<file path="config.mk">
export PLATFORM = sky130hd
export DESIGN_NAME = zscore_peak_step_counter_unit
export DESIGN_NICKNAME = d
export VERILOG_FILES = /design/src/hdl/zspk_pkg.sv /design/src/hdl/zspk_ram.sv /design/src/hdl/zspk_mul.sv /design/src/hdl/zspk_div3.sv /design/src/hdl/zscore_peak_step_counter_unit.sv
export SDC_FILE = /design/constraint.sdc
export NUM_CORES = 2
export LEC_CHECK = 0
export ABC_AREA = 1
export BUFFER_PORTS_ARGS = -buffer_cell sky130_fd_sc_hd__buf_2
export CAP_MARGIN = 40
export CORE_MARGIN = 8
export CORE_UTILIZATION = 35
export CTS_CLUSTER_DIAMETER = 120
export DETAILED_ROUTE_END_ITERATION = 12
export GPL_ROUTABILITY_DRIVEN = 0
export MAX_ROUTING_LAYER = met4
export PLACE_DENSITY = 0.56
export RECOVER_POWER = 100
export REMOVE_ABC_BUFFERS = 1
export SETUP_SLACK_MARGIN = 0.2
export SLEW_MARGIN = 20
export SYNTH_ARGS = -nofsm -noshare
export SYNTH_HDL_FRONTEND = slang
export SYNTH_SLANG_ARGS = --single-unit
</file>
<file path="constraint.sdc">
create_clock -name i_clk -period 9.1 [get_ports i_clk]
set_input_delay 0.91 -clock i_clk [delete_from_list [all_inputs] [get_ports i_clk]]
set_output_delay 0.91 -clock i_clk [all_outputs]
set_load 0.02 [all_outputs]
</file>
<file path="src/hdl/zspk_pkg.sv">
// Shared constants and types of the z-score step counter.
// No dependencies; used by the multiplier, the divider and the top level.
`timescale 1ns / 1ps
`default_nettype none
package zspk_pkg;
    localparam int MAX_LAG       = 64;
    localparam int MAX_WINDOW    = 256;
    localparam int FRACTION_BITS = 8;
    localparam int LAG_AW        = $clog2(MAX_LAG);
    localparam int SMP_W         = 16;
    localparam int VAL_W         = SMP_W + FRACTION_BITS;
    localparam int SUM_W         = VAL_W + LAG_AW;
    localparam int SQ_W          = 2 * VAL_W + LAG_AW;
    localparam int POS_W         = $clog2(MAX_WINDOW) + 1;

    localparam int LIM           = 100 * (2 ** FRACTION_BITS);
    localparam logic [63:0] LIM_SQ = 64'(LIM) * 64'(LIM);

    localparam int MUL_AW = 64;
    localparam int MUL_BW = 40;
    localparam int MUL_PW = MUL_AW + MUL_BW;
    localparam int MUL_CW = $clog2(MUL_BW);

    localparam int DIV_NW = VAL_W + 2;
    localparam int DIV_W  = DIV_NW + 1;
    localparam int DIV_CW = $clog2(DIV_W);
    localparam logic [DIV_W-1:0] DIV_BIAS = DIV_W'(3) << (DIV_NW - 1);

    typedef enum logic [1:0] {
        CFG_LAG = 2'd0,
        CFG_THR = 2'd1,
        CFG_INF = 2'd2
    } t_cfg_idx;

    typedef struct packed {
        logic              start;
        logic [MUL_CW:0]   nbits;
        logic [MUL_AW-1:0] a;
        logic [MUL_BW-1:0] b;
    } t_mul_req;
endpackage
`default_nettype wire

</file>
<file path="src/hdl/zspk_ram.sv">
// Generic single-write, single-read RAM with registered read data.
// No dependencies.
`timescale 1ns / 1ps
`default_nettype none
module zspk_ram #(
    parameter int WIDTH = 24,
    parameter int DEPTH = 64
) (
    input  wire                      i_clk,
    input  wire                      i_we,
    input  wire [$clog2(DEPTH)-1:0]  i_waddr,
    input  wire [WIDTH-1:0]          i_wdata,
    input  wire [$clog2(DEPTH)-1:0]  i_raddr,
    output logic [WIDTH-1:0]         o_rdata
);
    logic [WIDTH-1:0] r_mem [DEPTH];

    always_ff @(posedge i_clk) begin
        if (i_we) begin
            r_mem[i_waddr] <= i_wdata;
        end
        o_rdata <= r_mem[i_raddr];
    end
endmodule
`default_nettype wire

</file>
<file path="src/hdl/zspk_mul.sv">
// Bit-serial unsigned multiplier, one multiplier bit per cycle, MSB first.
// Depends on zspk_pkg for widths and the request struct.
`timescale 1ns / 1ps
`default_nettype none
module zspk_mul (
    input  wire                          i_clk,
    input  wire                          i_rst_n,
    input  zspk_pkg::t_mul_req           i_req,
    output logic                         o_done,
    output logic [zspk_pkg::MUL_PW-1:0]  o_prod
);
    logic [zspk_pkg::MUL_AW-1:0] r_a;
    logic [zspk_pkg::MUL_BW-1:0] r_b;
    logic [zspk_pkg::MUL_CW-1:0] r_idx;
    logic                        r_busy;
    logic                        r_done;
    logic [zspk_pkg::MUL_PW-1:0] r_acc;

    always_ff @(posedge i_clk) begin
        if (!i_rst_n) begin
            r_busy <= 1'b0;
            r_done <= 1'b0;
        end else begin
            r_done <= 1'b0;
            if (i_req.start) begin
                r_busy <= 1'b1;
                r_a    <= i_req.a;
                r_b    <= i_req.b;
                r_idx  <= zspk_pkg::MUL_CW'(i_req.nbits - 1'b1);
                r_acc  <= '0;
            end else if (r_busy) begin
                // shift and add the operand when this multiplier bit is set
                r_acc <= (r_acc << 1)
                       + (r_b[r_idx] ? zspk_pkg::MUL_PW'(r_a) : '0);
                r_idx <= r_idx - 1'b1;
                if (r_idx == '0) begin
                    r_busy <= 1'b0;
                    r_done <= 1'b1;
                end
            end
        end
    end

    assign o_done = r_done;
    assign o_prod = r_acc;
endmodule
`default_nettype wire

</file>
<file path="src/hdl/zspk_div3.sv">
// Bit-serial floor division of a signed value by three, one bit per cycle.
// Depends on zspk_pkg for widths and the bias constant.
`timescale 1ns / 1ps
`default_nettype none
module zspk_div3 (
    input  wire                                 i_clk,
    input  wire                                 i_rst_n,
    input  wire                                 i_start,
    input  wire signed [zspk_pkg::DIV_NW-1:0]   i_num,
    output logic                                o_done,
    output logic signed [zspk_pkg::VAL_W-1:0]   o_quot
);
    logic [zspk_pkg::DIV_W-1:0]  r_u;
    logic [zspk_pkg::DIV_W-1:0]  r_q;
    logic [1:0]                  r_rem;
    logic [zspk_pkg::DIV_CW-1:0] r_cnt;
    logic                        r_busy;
    logic                        r_done;
    logic [2:0]                  w_trial;

    // bias keeps the dividend positive; floor then falls out of the unsigned quotient
    assign w_trial = {r_rem, r_u[zspk_pkg::DIV_W-1]};

    always_ff @(posedge i_clk) begin
        if (!i_rst_n) begin
            r_busy <= 1'b0;
            r_done <= 1'b0;
        end else begin
            r_done <= 1'b0;
            if (i_start) begin
                r_busy <= 1'b1;
                r_u    <= zspk_pkg::DIV_W'(i_num) + zspk_pkg::DIV_BIAS;
                r_q    <= '0;
                r_rem  <= '0;
                r_cnt  <= zspk_pkg::DIV_CW'(zspk_pkg::DIV_W - 1);
            end else if (r_busy) begin
                r_u <= r_u << 1;
                if (w_trial >= 3'd3) begin
                    r_rem <= 2'(w_trial - 3'd3);
                    r_q   <= {r_q[zspk_pkg::DIV_W-2:0], 1'b1};
                end else begin
                    r_rem <= w_trial[1:0];
                    r_q   <= {r_q[zspk_pkg::DIV_W-2:0], 1'b0};
                end
                r_cnt <= r_cnt - 1'b1;
                if (r_cnt == '0) begin
                    r_busy <= 1'b0;
                    r_done <= 1'b1;
                end
            end
        end
    end

    assign o_done = r_done;
    assign o_quot = $signed(zspk_pkg::VAL_W'(r_q - (zspk_pkg::DIV_BIAS / 3)));
endmodule
`default_nettype wire

</file>
<file path="src/hdl/zscore_peak_step_counter_unit.sv">
// Top level of the z-score peak detecting step counter.
// Depends on zspk_pkg, zspk_ram, zspk_mul and zspk_div3.
//
//  channel   direction  handshake                  payload
//  input     in         i_in_valid / o_in_ready    i_sample, i_window_end
//  result    out        o_out_valid / i_out_ready  o_peak_signal, o_steps_counted,
//                                                  o_window_done
//  config    in         i_cfg_valid / o_cfg_ready  i_cfg_index, i_cfg_data
//
// One word at a time: the first two words of a window take one product, later words a
// serial divide by three and then one product until the lag window fills, eight once
// statistics run and eleven on a peak, all in the shared bit-serial multiplier, one
// multiplier bit per cycle.
// Synchronous active-low reset clears control state; the history RAM needs no clear.
// A result waits in the output register; a stalled consumer holds the block only
// when the next result is ready to be written back.
`timescale 1ns / 1ps
`default_nettype none
module zscore_peak_step_counter_unit (
    input  wire         i_clk,
    input  wire         i_rst_n,
    input  wire         i_in_valid,
    output logic        o_in_ready,
    input  wire  signed [15:0] i_sample,
    input  wire         i_window_end,
    output logic        o_out_valid,
    input  wire         i_out_ready,
    output logic signed [1:0] o_peak_signal,
    output logic [8:0]  o_steps_counted,
    output logic        o_window_done,
    input  wire         i_cfg_valid,
    output logic        o_cfg_ready,
    input  wire  [1:0]  i_cfg_index,
    input  wire  [11:0] i_cfg_data
);
    localparam int VW = zspk_pkg::VAL_W;
    localparam int SW = zspk_pkg::SUM_W;
    localparam int QW = zspk_pkg::SQ_W;
    localparam int PW = zspk_pkg::POS_W;
    localparam int AW = zspk_pkg::LAG_AW;

    typedef enum logic [4:0] {
        S_IDLE   = 5'b00001,
        S_DIV    = 5'b00010,
        S_ISSUE  = 5'b00100,
        S_WAIT   = 5'b01000,
        S_UPDATE = 5'b10000
    } t_state;

    typedef enum logic [3:0] {
        OP_LS, OP_ASQ, OP_LS2, OP_ADQ, OP_THQ, OP_TDV,
        OP_LLQ, OP_LIM, OP_INF, OP_OLD, OP_FSQ
    } t_op;

    t_state r_state;
    t_op    r_op;

    // configuration
    logic [6:0]  r_cfg_lag;
    logic [11:0] r_cfg_thr;
    logic [8:0]  r_cfg_inf;

    // window state
    logic signed [VW-1:0] r_p1, r_p2, r_lf, r_s, r_f;
    logic signed [SW-1:0] r_sum;
    logic [QW-1:0]        r_sq;
    logic [PW-1:0]        r_pos;
    logic [6:0]           r_lag;
    logic [AW-1:0]        r_wslot;
    logic signed [1:0]    r_last_sig, r_sig;
    logic [8:0]           r_steps;
    logic                 r_end, r_stats, r_stepok;

    // statistics scratch
    logic signed [31:0]   r_diff;
    logic [59:0]          r_asq;
    logic [63:0]          r_dev;
    logic [71:0]          r_adq;
    logic [23:0]          r_thq;
    logic [12:0]          r_llq;
    logic [47:0]          r_old2, r_f2;

    logic                 r_out_valid;
    logic signed [1:0]    r_out_sig;
    logic [8:0]           r_out_steps;
    logic                 r_out_end;

    logic                 w_accept;
    logic signed [VW-1:0] w_scaled;
    logic signed [zspk_pkg::DIV_NW-1:0] w_num;
    logic signed [VW:0]   w_half_sum;
    logic                 w_div_done;
    logic signed [VW-1:0] w_quot;
    zspk_pkg::t_mul_req   w_req;
    logic                 w_mul_done;
    logic [zspk_pkg::MUL_PW-1:0] w_prod;
    logic [VW-1:0]        w_old_raw;
    logic signed [VW-1:0] w_old;
    logic [VW-1:0]        w_abs_s, w_abs_f, w_abs_old;
    logic [SW-1:0]        w_asum;
    logic signed [31:0]   w_ls, w_diff;
    logic [31:0]          w_abs_diff;
    logic signed [VW:0]   w_d;
    logic [VW:0]          w_abs_d;
    logic [8:0]           w_inf;
    logic [33:0]          w_m;
    logic signed [VW+1:0] w_adj;
    logic [63:0]          w_lhs;
    logic [6:0]           w_lag_clamped;
    logic signed [SW-1:0] w_sum_next;
    logic [QW-1:0]        w_sq_next;
    logic [8:0]           w_steps_next;
    logic                 w_out_free;

    assign w_accept    = i_in_valid && o_in_ready;
    assign o_in_ready  = (r_state == S_IDLE);
    assign o_cfg_ready = 1'b1;

    // hold configuration; unknown indexes drop
    always_ff @(posedge i_clk) begin
        if (!i_rst_n) begin
            r_cfg_lag <= 7'd16;
            r_cfg_thr <= 12'd56;
            r_cfg_inf <= 9'd0;
        end else if (i_cfg_valid) begin
            unique case (i_cfg_index)
                zspk_pkg::CFG_LAG: r_cfg_lag <= i_cfg_data[6:0];
                zspk_pkg::CFG_THR: r_cfg_thr <= i_cfg_data;
                zspk_pkg::CFG_INF: r_cfg_inf <= i_cfg_data[8:0];
                default: ;
            endcase
        end
    end

    assign w_lag_clamped = (r_cfg_lag < 7'd2) ? 7'd2 :
                           (r_cfg_lag > 7'(zspk_pkg::MAX_LAG)) ? 7'(zspk_pkg::MAX_LAG) :
                           r_cfg_lag;

    // smoothing arithmetic on the incoming word
    assign w_scaled   = $signed({i_sample, {zspk_pkg::FRACTION_BITS{1'b0}}});
    assign w_num      = zspk_pkg::DIV_NW'(w_scaled) + zspk_pkg::DIV_NW'(r_p1)
                      + zspk_pkg::DIV_NW'(r_p2);
    assign w_half_sum = (VW+1)'(w_scaled) + (VW+1)'(r_p1);

    zspk_div3 u_div3 (
        .i_clk   (i_clk),
        .i_rst_n (i_rst_n),
        .i_start (w_accept && (r_pos >= PW'(2))),
        .i_num   (w_num),
        .o_done  (w_div_done),
        .o_quot  (w_quot)
    );

    zspk_ram #(.WIDTH(VW), .DEPTH(zspk_pkg::MAX_LAG)) u_hist (
        .i_clk   (i_clk),
        .i_we    ((r_state == S_UPDATE) && w_out_free),
        .i_waddr (r_wslot),
        .i_wdata (r_f),
        .i_raddr (r_wslot),
        .o_rdata (w_old_raw)
    );

    assign w_old     = $signed(w_old_raw);
    assign w_abs_s   = r_s[VW-1] ? VW'(-r_s) : VW'(r_s);
    assign w_abs_f   = r_f[VW-1] ? VW'(-r_f) : VW'(r_f);
    assign w_abs_old = w_old[VW-1] ? VW'(-w_old) : VW'(w_old);
    assign w_asum    = r_sum[SW-1] ? SW'(-r_sum) : SW'(r_sum);
    assign w_d       = (VW+1)'(r_s) - (VW+1)'(r_lf);
    assign w_abs_d   = w_d[VW] ? (VW+1)'(-w_d) : (VW+1)'(w_d);
    assign w_inf     = (r_cfg_inf > 9'd256) ? 9'd256 : r_cfg_inf;

    // operand selection for the shared multiplier
    always_comb begin
        w_req       = '0;
        w_req.start = (r_state == S_ISSUE);
        unique case (r_op)
            OP_LS:  begin w_req.a = 64'(w_abs_s);  w_req.b = 40'(r_lag);  w_req.nbits = 7'd7;  end
            OP_ASQ: begin w_req.a = 64'(w_asum);   w_req.b = 40'(w_asum); w_req.nbits = 7'd30; end
            OP_LS2: begin w_req.a = 64'(r_sq);     w_req.b = 40'(r_lag);  w_req.nbits = 7'd7;  end
            OP_ADQ: begin
                w_req.a = 64'({w_abs_diff, 4'b0});
                w_req.b = 40'({w_abs_diff, 4'b0});
                w_req.nbits = 7'd36;
            end
            OP_THQ: begin w_req.a = 64'(r_cfg_thr); w_req.b = 40'(r_cfg_thr); w_req.nbits = 7'd12; end
            OP_TDV: begin w_req.a = r_dev;          w_req.b = 40'(r_thq);     w_req.nbits = 7'd24; end
            OP_LLQ: begin w_req.a = 64'(r_lag);     w_req.b = 40'(r_lag);     w_req.nbits = 7'd7;  end
            OP_LIM: begin w_req.a = zspk_pkg::LIM_SQ; w_req.b = 40'(r_llq);   w_req.nbits = 7'd13; end
            OP_INF: begin w_req.a = 64'(w_abs_d);   w_req.b = 40'(w_inf);     w_req.nbits = 7'd9;  end
            OP_OLD: begin w_req.a = 64'(w_abs_old); w_req.b = 40'(w_abs_old); w_req.nbits = 7'd24; end
            OP_FSQ: begin w_req.a = 64'(w_abs_f);   w_req.b = 40'(w_abs_f);   w_req.nbits = 7'd24; end
            default: ;
        endcase
    end

    zspk_mul u_mul (
        .i_clk   (i_clk),
        .i_rst_n (i_rst_n),
        .i_req   (w_req),
        .o_done  (w_mul_done),
        .o_prod  (w_prod)
    );

    // results that follow straight from a finished product
    assign w_ls       = r_s[VW-1] ? -$signed({1'b0, w_prod[30:0]}) : $signed({1'b0, w_prod[30:0]});
    assign w_diff     = w_ls - 32'(r_sum);
    assign w_abs_diff = r_diff[31] ? 32'(-r_diff) : 32'(r_diff);
    assign w_lhs      = w_prod[63:0];
    assign w_m        = w_prod[33:0];
    assign w_adj      = w_d[VW] ? -$signed({2'b0, VW'((w_m + 34'd255) >> 8)})
                                :  $signed({2'b0, VW'(w_m >> 8)});

    assign w_sum_next = r_stats ? r_sum - SW'(w_old) + SW'(r_f) : r_sum + SW'(r_f);
    assign w_sq_next  = r_stats ? r_sq - QW'(r_old2) + QW'(r_f2) : r_sq + QW'(r_f2);
    assign w_steps_next = ((r_sig != 2'sd0) && r_stepok && (r_last_sig != 2'sd1)
                          && (r_steps < 9'd256)) ? r_steps + 1'b1 : r_steps;
    assign w_out_free = !r_out_valid || i_out_ready;

    always_ff @(posedge i_clk) begin
        if (!i_rst_n) begin
            r_state     <= S_IDLE;
            r_op        <= OP_FSQ;
            r_p1        <= '0;
            r_p2        <= '0;
            r_lf        <= '0;
            r_sum       <= '0;
            r_sq        <= '0;
            r_pos       <= '0;
            r_lag       <= 7'd16;
            r_wslot     <= '0;
            r_last_sig  <= '0;
            r_sig       <= '0;
            r_steps     <= '0;
            r_stats     <= 1'b0;
            r_stepok    <= 1'b0;
            r_out_valid <= 1'b0;
        end else begin
            if (r_out_valid && i_out_ready) begin
                r_out_valid <= 1'b0;
            end
            unique case (r_state)
                S_IDLE: begin
                    if (w_accept) begin
                        r_end    <= i_window_end;
                        r_sig    <= '0;
                        r_stepok <= 1'b0;
                        r_stats  <= 1'b0;
                        if (r_pos == '0) begin
                            r_lag   <= w_lag_clamped;
                            r_wslot <= '0;
                        end
                        if (r_pos >= PW'(2)) begin
                            r_state <= S_DIV;
                        end else begin
                            // early samples skip the divide and the peak test
                            if (r_pos == '0) begin
                                r_s <= w_scaled;
                                r_f <= w_scaled;
                                r_p1 <= w_scaled;
                            end else begin
                                r_s <= VW'(w_half_sum >>> 1);
                                r_f <= VW'(w_half_sum >>> 1);
                                r_p1 <= VW'(w_half_sum >>> 1);
                            end
                            r_p2    <= r_p1;
                            r_op    <= OP_FSQ;
                            r_state <= S_ISSUE;
                        end
                    end
                end
                S_DIV: begin
                    if (w_div_done) begin
                        r_s     <= w_quot;
                        r_f     <= w_quot;
                        r_p1    <= w_quot;
                        r_p2    <= r_p1;
                        r_stats <= (r_pos >= PW'(r_lag));
                        r_op    <= (r_pos >= PW'(r_lag)) ? OP_LS : OP_FSQ;
                        r_state <= S_ISSUE;
                    end
                end
                S_ISSUE: begin
                    r_state <= S_WAIT;
                end
                S_WAIT: begin
                    if (w_mul_done) begin
                        r_state <= S_ISSUE;
                        unique case (r_op)
                            OP_LS:  begin r_diff <= w_diff;         r_op <= OP_ASQ; end
                            OP_ASQ: begin r_asq  <= w_prod[59:0];   r_op <= OP_LS2; end
                            OP_LS2: begin
                                r_dev <= (w_lhs > 64'(r_asq)) ? w_lhs - 64'(r_asq) : '0;
                                r_op  <= OP_ADQ;
                            end
                            OP_ADQ: begin r_adq <= w_prod[71:0];   r_op <= OP_THQ; end
                            OP_THQ: begin r_thq <= w_prod[23:0];   r_op <= OP_TDV; end
                            OP_TDV: begin
                                // peak when the squared distance beats the squared threshold times variance
                                if (zspk_pkg::MUL_PW'(r_adq) > w_prod) begin
                                    r_sig <= (r_diff > 32'sd0) ? 2'sd1 : -2'sd1;
                                    r_op  <= OP_LLQ;
                                end else begin
                                    r_op  <= OP_OLD;
                                end
                            end
                            OP_LLQ: begin r_llq <= w_prod[12:0];   r_op <= OP_LIM; end
                            OP_LIM: begin r_stepok <= (r_dev > w_lhs); r_op <= OP_INF; end
                            OP_INF: begin
                                r_f  <= VW'((VW+2)'(r_lf) + w_adj);
                                r_op <= OP_OLD;
                            end
                            OP_OLD: begin r_old2 <= w_prod[47:0];  r_op <= OP_FSQ; end
                            OP_FSQ: begin r_f2   <= w_prod[47:0];  r_state <= S_UPDATE; end
                            default: ;
                        endcase
                    end
                end
                S_UPDATE: begin
                    // hold until the output register can take the word
                    if (w_out_free) begin
                        r_out_valid <= 1'b1;
                        r_out_sig   <= r_sig;
                        r_out_steps <= w_steps_next;
                        r_out_end   <= r_end;
                        r_state     <= S_IDLE;
                        if (r_end) begin
                            r_p1       <= '0;
                            r_p2       <= '0;
                            r_lf       <= '0;
                            r_sum      <= '0;
                            r_sq       <= '0;
                            r_pos      <= '0;
                            r_wslot    <= '0;
                            r_last_sig <= '0;
                            r_steps    <= '0;
                        end else begin
                            r_sum      <= w_sum_next;
                            r_sq       <= w_sq_next;
                            r_lf       <= r_f;
                            r_last_sig <= r_sig;
                            r_steps    <= w_steps_next;
                            r_wslot    <= (7'(r_wslot) + 7'd1 >= r_lag) ? '0 : r_wslot + 1'b1;
                            if (r_pos < PW'(zspk_pkg::MAX_WINDOW)) begin
                                r_pos <= r_pos + 1'b1;
                            end
                        end
                    end
                end
                default: r_state <= S_IDLE;
            endcase
        end
    end

    assign o_out_valid     = r_out_valid;
    assign o_peak_signal   = r_out_sig;
    assign o_steps_counted = r_out_steps;
    assign o_window_done   = r_out_end;
endmodule
`default_nettype wire

</file>
==> results.json <==
{
  "reg2reg_from": "r_wslot[0]$_SDFFE_PN0P_",
  "rr_worst_depth": 10,
  "wl_um": 479000,
  "antenna_found_initial": 45,
  "synthDistinctLibCells": 83,
  "area.growth.synth_to_final_pct": 11.8,
  "synth_compound_gate_area_share": 0.138,
  "irDropWorstVdd_v": 0.000150,
  "cts_hold_repair.buffers": 0,
  "r2r_slack_ns": 1.56,
  "hold_path_class": "in -> reg",
  "status": "finished with violations",
  "seqCellArea_sq_um": 72000,
  "grt_start_max_net_pins": 116,
  "top_level_ports": 51,
  "crit_fanout": 51,
  "hpwlAfterDp_um": 341000,
  "max_slew.worst_pin.slew_ns": 3.75,
  "insertion_delay_ns": 0.93,
  "cts_tree": "done",
  "multi_input_comb_area_sq_um": 52600,
  "detail_route.wl_per_cell_um": 24.8,
  "floorplan.core_area_sq_um": 378000,
  "worst_path_required_ns": 9.90,
  "power_density_nw_per_um2": 225,
  "worstReg2RegEnd": "u_hist.o_rdata[23]$_DFF_P_",
  "dr_wl_met3_um": 39300,
  "synth-xor-area-share": 0.0138,
  "holdPathEnd": "r_cfg_thr[4]$_SDFFE_PN1P_",
  "via_count_of_the_first_global_routing_pass": 99600,
  "die_y_um": 632,
  "synth-main-ff-cell": "edfxtp_1",
  "asyncSetResetFlopFracSynth": 0,
  "hold_path_startpoint": "i_cfg_data[4]",
  "row_count": 226,
  "timing.clock.skew_ns": 0.0681,
  "place.port_buffers": 49,
  "cts_resized": 0,
  "die-area_sq_um": 399000,
  "total_leakage_power_uw": 0.0552,
  "synthesis.area_sq_um": 133000,
  "clock_sinks": 2485,
  "wl_met1_um": 199000,
  "layout_cell_share_with_drive_strength_beyond_1": 0.0517,
  "dpl_cell_area_sq_um": 140000,
  "timing.final.hold_violations": 0,
  "synth_seq_cells": 2485,
  "layout_worst_path_cycle_share": 0.839,
  "finalSetupViolations": 0,
  "drtIter0Drc": 12500,
  "end_kind": "flip-flop",
  "synth_enable_flop_cells": 2226,
  "final_nets": 14800,
  "failed_checks": "capacitance limit, slew limit",
  "yosys.area_share.simple": 0.170,
  "cts.htree.levels": 5,
  "place.detailed.instances": 18800,
  "path_clk_slew_ns": 0.06,
  "path_class": "in -> reg",
  "final.hold.worst_slack_ns": 0.287,
  "timing.final.ws_setup_ns": 1.46,
  "highest_layer": "met4",
  "stdcell_area_sq_um": 148000,
  "groute.usage.overall": 0.237,
  "synth.mux.area_fraction": 0.0000754,
  "yosysWarnings": 0,
  "max_slew_margin": -1.50,
  "route.detailed.vias_per_inst": 5.53,
  "hold_depth": 3,
  "die_width_um": 632,
  "totalPowerFinal_uw": 33400,
  "cts-buffers-inserted": 281,
  "drt_pass1_iterations": 9,
  "grt_overflow": 0,
  "cts_root_buf": "clkbuf_16",
  "grt_setup_unrepaired": "no",
  "fillers": 37400,
  "slew_violations": 4150,
  "grt_first_pass_wirelength_um": 687000,
  "fmax_mhz": 131,
  "critPathArrivalTime_ns": 8.44,
  "initial_core_util": 0.351,
  "final.min_clock_period_ns": 7.64,
  "post-cts-setup-buffer-count": 0,
  "preCtsSetupSlack_ns": 3.26,
  "syn-mean-instance-area_sq_um": 9.57,
  "post_synth_fa_ha_maj_area_fraction": 0.0731,
  "ctsLongestPathBuffers": 4,
  "route.vias.total": 107000,
  "synth_top_family_by_area": "simple AND/OR/NAND/NOR gates",
  "ys_seq_area_frac": 0.543,
  "maxCapViolCount": 127,
  "critical_path.startpoint_type": "input port",
  "drt_drc_violations_left": 0,
  "drt.antenna.violating_nets": 0,
  "count_of_non_filler_cells_in_the_finished_layout": 19400,
  "wl_met2_um": 215000,
  "post_synth_inst_count": 13900
}
==> kinds of logic after synthesis <==
| group | count (synthesis) |
|---|---|
| DFF | 2485 |
| buffers and inverters | 2149 |
| adders and majority gates | 713 |
| xor gates and xnor gates | 208 |
| muxes | 1 |
| other | 1 |
| and+or+nand+nor | 5290 |
| AOI/OAI and AO/OA | 3013 |
==> sequential cells by signal, indices dropped and copies added (netlist names), 12 cells and up <==
name            cells
r_cfg_thr          12
r_f2               48
r_lf               24
r_p2               24
r_thq              24
r_diff             32
r_sq               54
u_mul.o_prod      104
u_hist.o_rdata     24
r_adq              72
r_s                24
u_mul.r_b          36
r_dev              64
r_f                24
r_asq              60
r_p1               24
u_hist.r_mem     1536
u_div3.r_u         27
u_mul.r_a          64
r_llq              13
r_old2             48
u_div3.r_q         24
r_sum              30
==> worst max-delay path, stage by stage <==
cell,delay [ns]
clkbuf_1,0.60
clkbuf_1,1.31
clkinvlp_2,2.96
clkbuf_1,1.33
clkbuf_2,0.83
a21oi_1,0.32
==> how the worst max path moves through the flow <==
stage / startpoint / endpoint / slack, ns / cells after the start
final: i_rst_n / r_sq[16]$_SDFFE_PN0P_ / 1.46 / 6
after global routing: i_rst_n / r_sq[45]$_SDFFE_PN0P_ / 1.32 / 6
after CTS: u_mul.r_idx[0]$_DFFE_PP_ / u_mul.o_prod[69]$_SDFFCE_PP0P_ / 3.22 / 24
after detailed placement: u_mul.r_idx[0]$_DFFE_PP_ / u_mul.o_prod[81]$_SDFFCE_PP0P_ / 3.26 / 24
after global placement: u_mul.r_idx[0]$_DFFE_PP_ / u_mul.o_prod[81]$_SDFFCE_PP0P_ / 3.05 / 23
after floorplan: r_wslot[2]$_SDFFE_PN0P_ / u_hist.r_mem[12][0]$_DFFE_PP_ / -4.59 / 4
==> cell usage after synthesis, types with 48 or more instances <==
| cell type | instances | area, sq um |
|---|---|---|
| xnor2_1 | 68 | 596 |
| nand2_1 | 2576 | 9670 |
| ha_1 | 610 | 7630 |
| edfxtp_1 | 2226 | 66800 |
| buf_1 | 48 | 180 |
| nor3_1 | 200 | 1000 |
| a22oi_1 | 225 | 1690 |
| nand3_1 | 587 | 2940 |
| inv_1 | 1731 | 6500 |
| dfxtp_1 | 259 | 5180 |
| a221oi_1 | 205 | 1800 |
| nand4_1 | 352 | 2200 |
| o21ai_0 | 782 | 3910 |
| or2_2 | 87 | 544 |
| a21o_1 | 64 | 480 |
| a22o_1 | 144 | 1260 |
| o21a_1 | 66 | 495 |
| fa_1 | 103 | 2060 |
| clkbuf_1 | 273 | 1020 |
| a21oi_1 | 1077 | 5390 |
| o211ai_1 | 59 | 443 |
| buf_2 | 63 | 315 |
| xor2_1 | 138 | 1210 |
| a31oi_1 | 112 | 701 |
| nor4_1 | 67 | 419 |
| nor2_1 | 1310 | 4920 |
| o21bai_1 | 74 | 556 |
==> power breakdown <==
group          switching (uW)  leakage (uW)  total, uW  internal [uW]
combinational            6020        0.0287       8280           2250
clock                    4800       0.00435      11300           6460
sequential                368        0.0222      13900          13500
==> metal layers <==
metal,vias up,GRT usage
met4,0,0.105
met1,51800,0.310
li1,49200,-
met2,4875,0.367
met3,1080,0.0310
met5,-,-
==> layout make-up <==
class	instances	share of cell area
flip-flops and latches	2485	0.486
well taps	5016	0.0423
diodes	29	0.000489
inverters	1754	0.0446
clock buffers	365	0.0510
clock inverters	142	0.00962
repair buffers	334	0.0118
multi-input cells	9226	0.355
==> metrics by stage <==
| step | TNS [ns] | util |
|---|---|---|
| floorplan | -3069.40 | - |
| detailed placement | 0 | 0.371 |
| global route | 0 | 0.392 |
| finish | 0 | 0.392 |
| CTS | 0 | 0.395 |
| global placement | 0 | 0.370 |
==> cells in the final DEF, fill, tap and decap left out, drive strengths merged, types with 210 or more instances in the layout <==
cell and instances:
nand2 2594, edfxtp 2226, inv 1756, nor2 1334
a21oi 1085, o21ai 820, ha 610, nand3 591
clkbuf 576, nand4 355, dfxtp 259, a22oi 225
nor3 210
(Power assumes the default switching activity.)
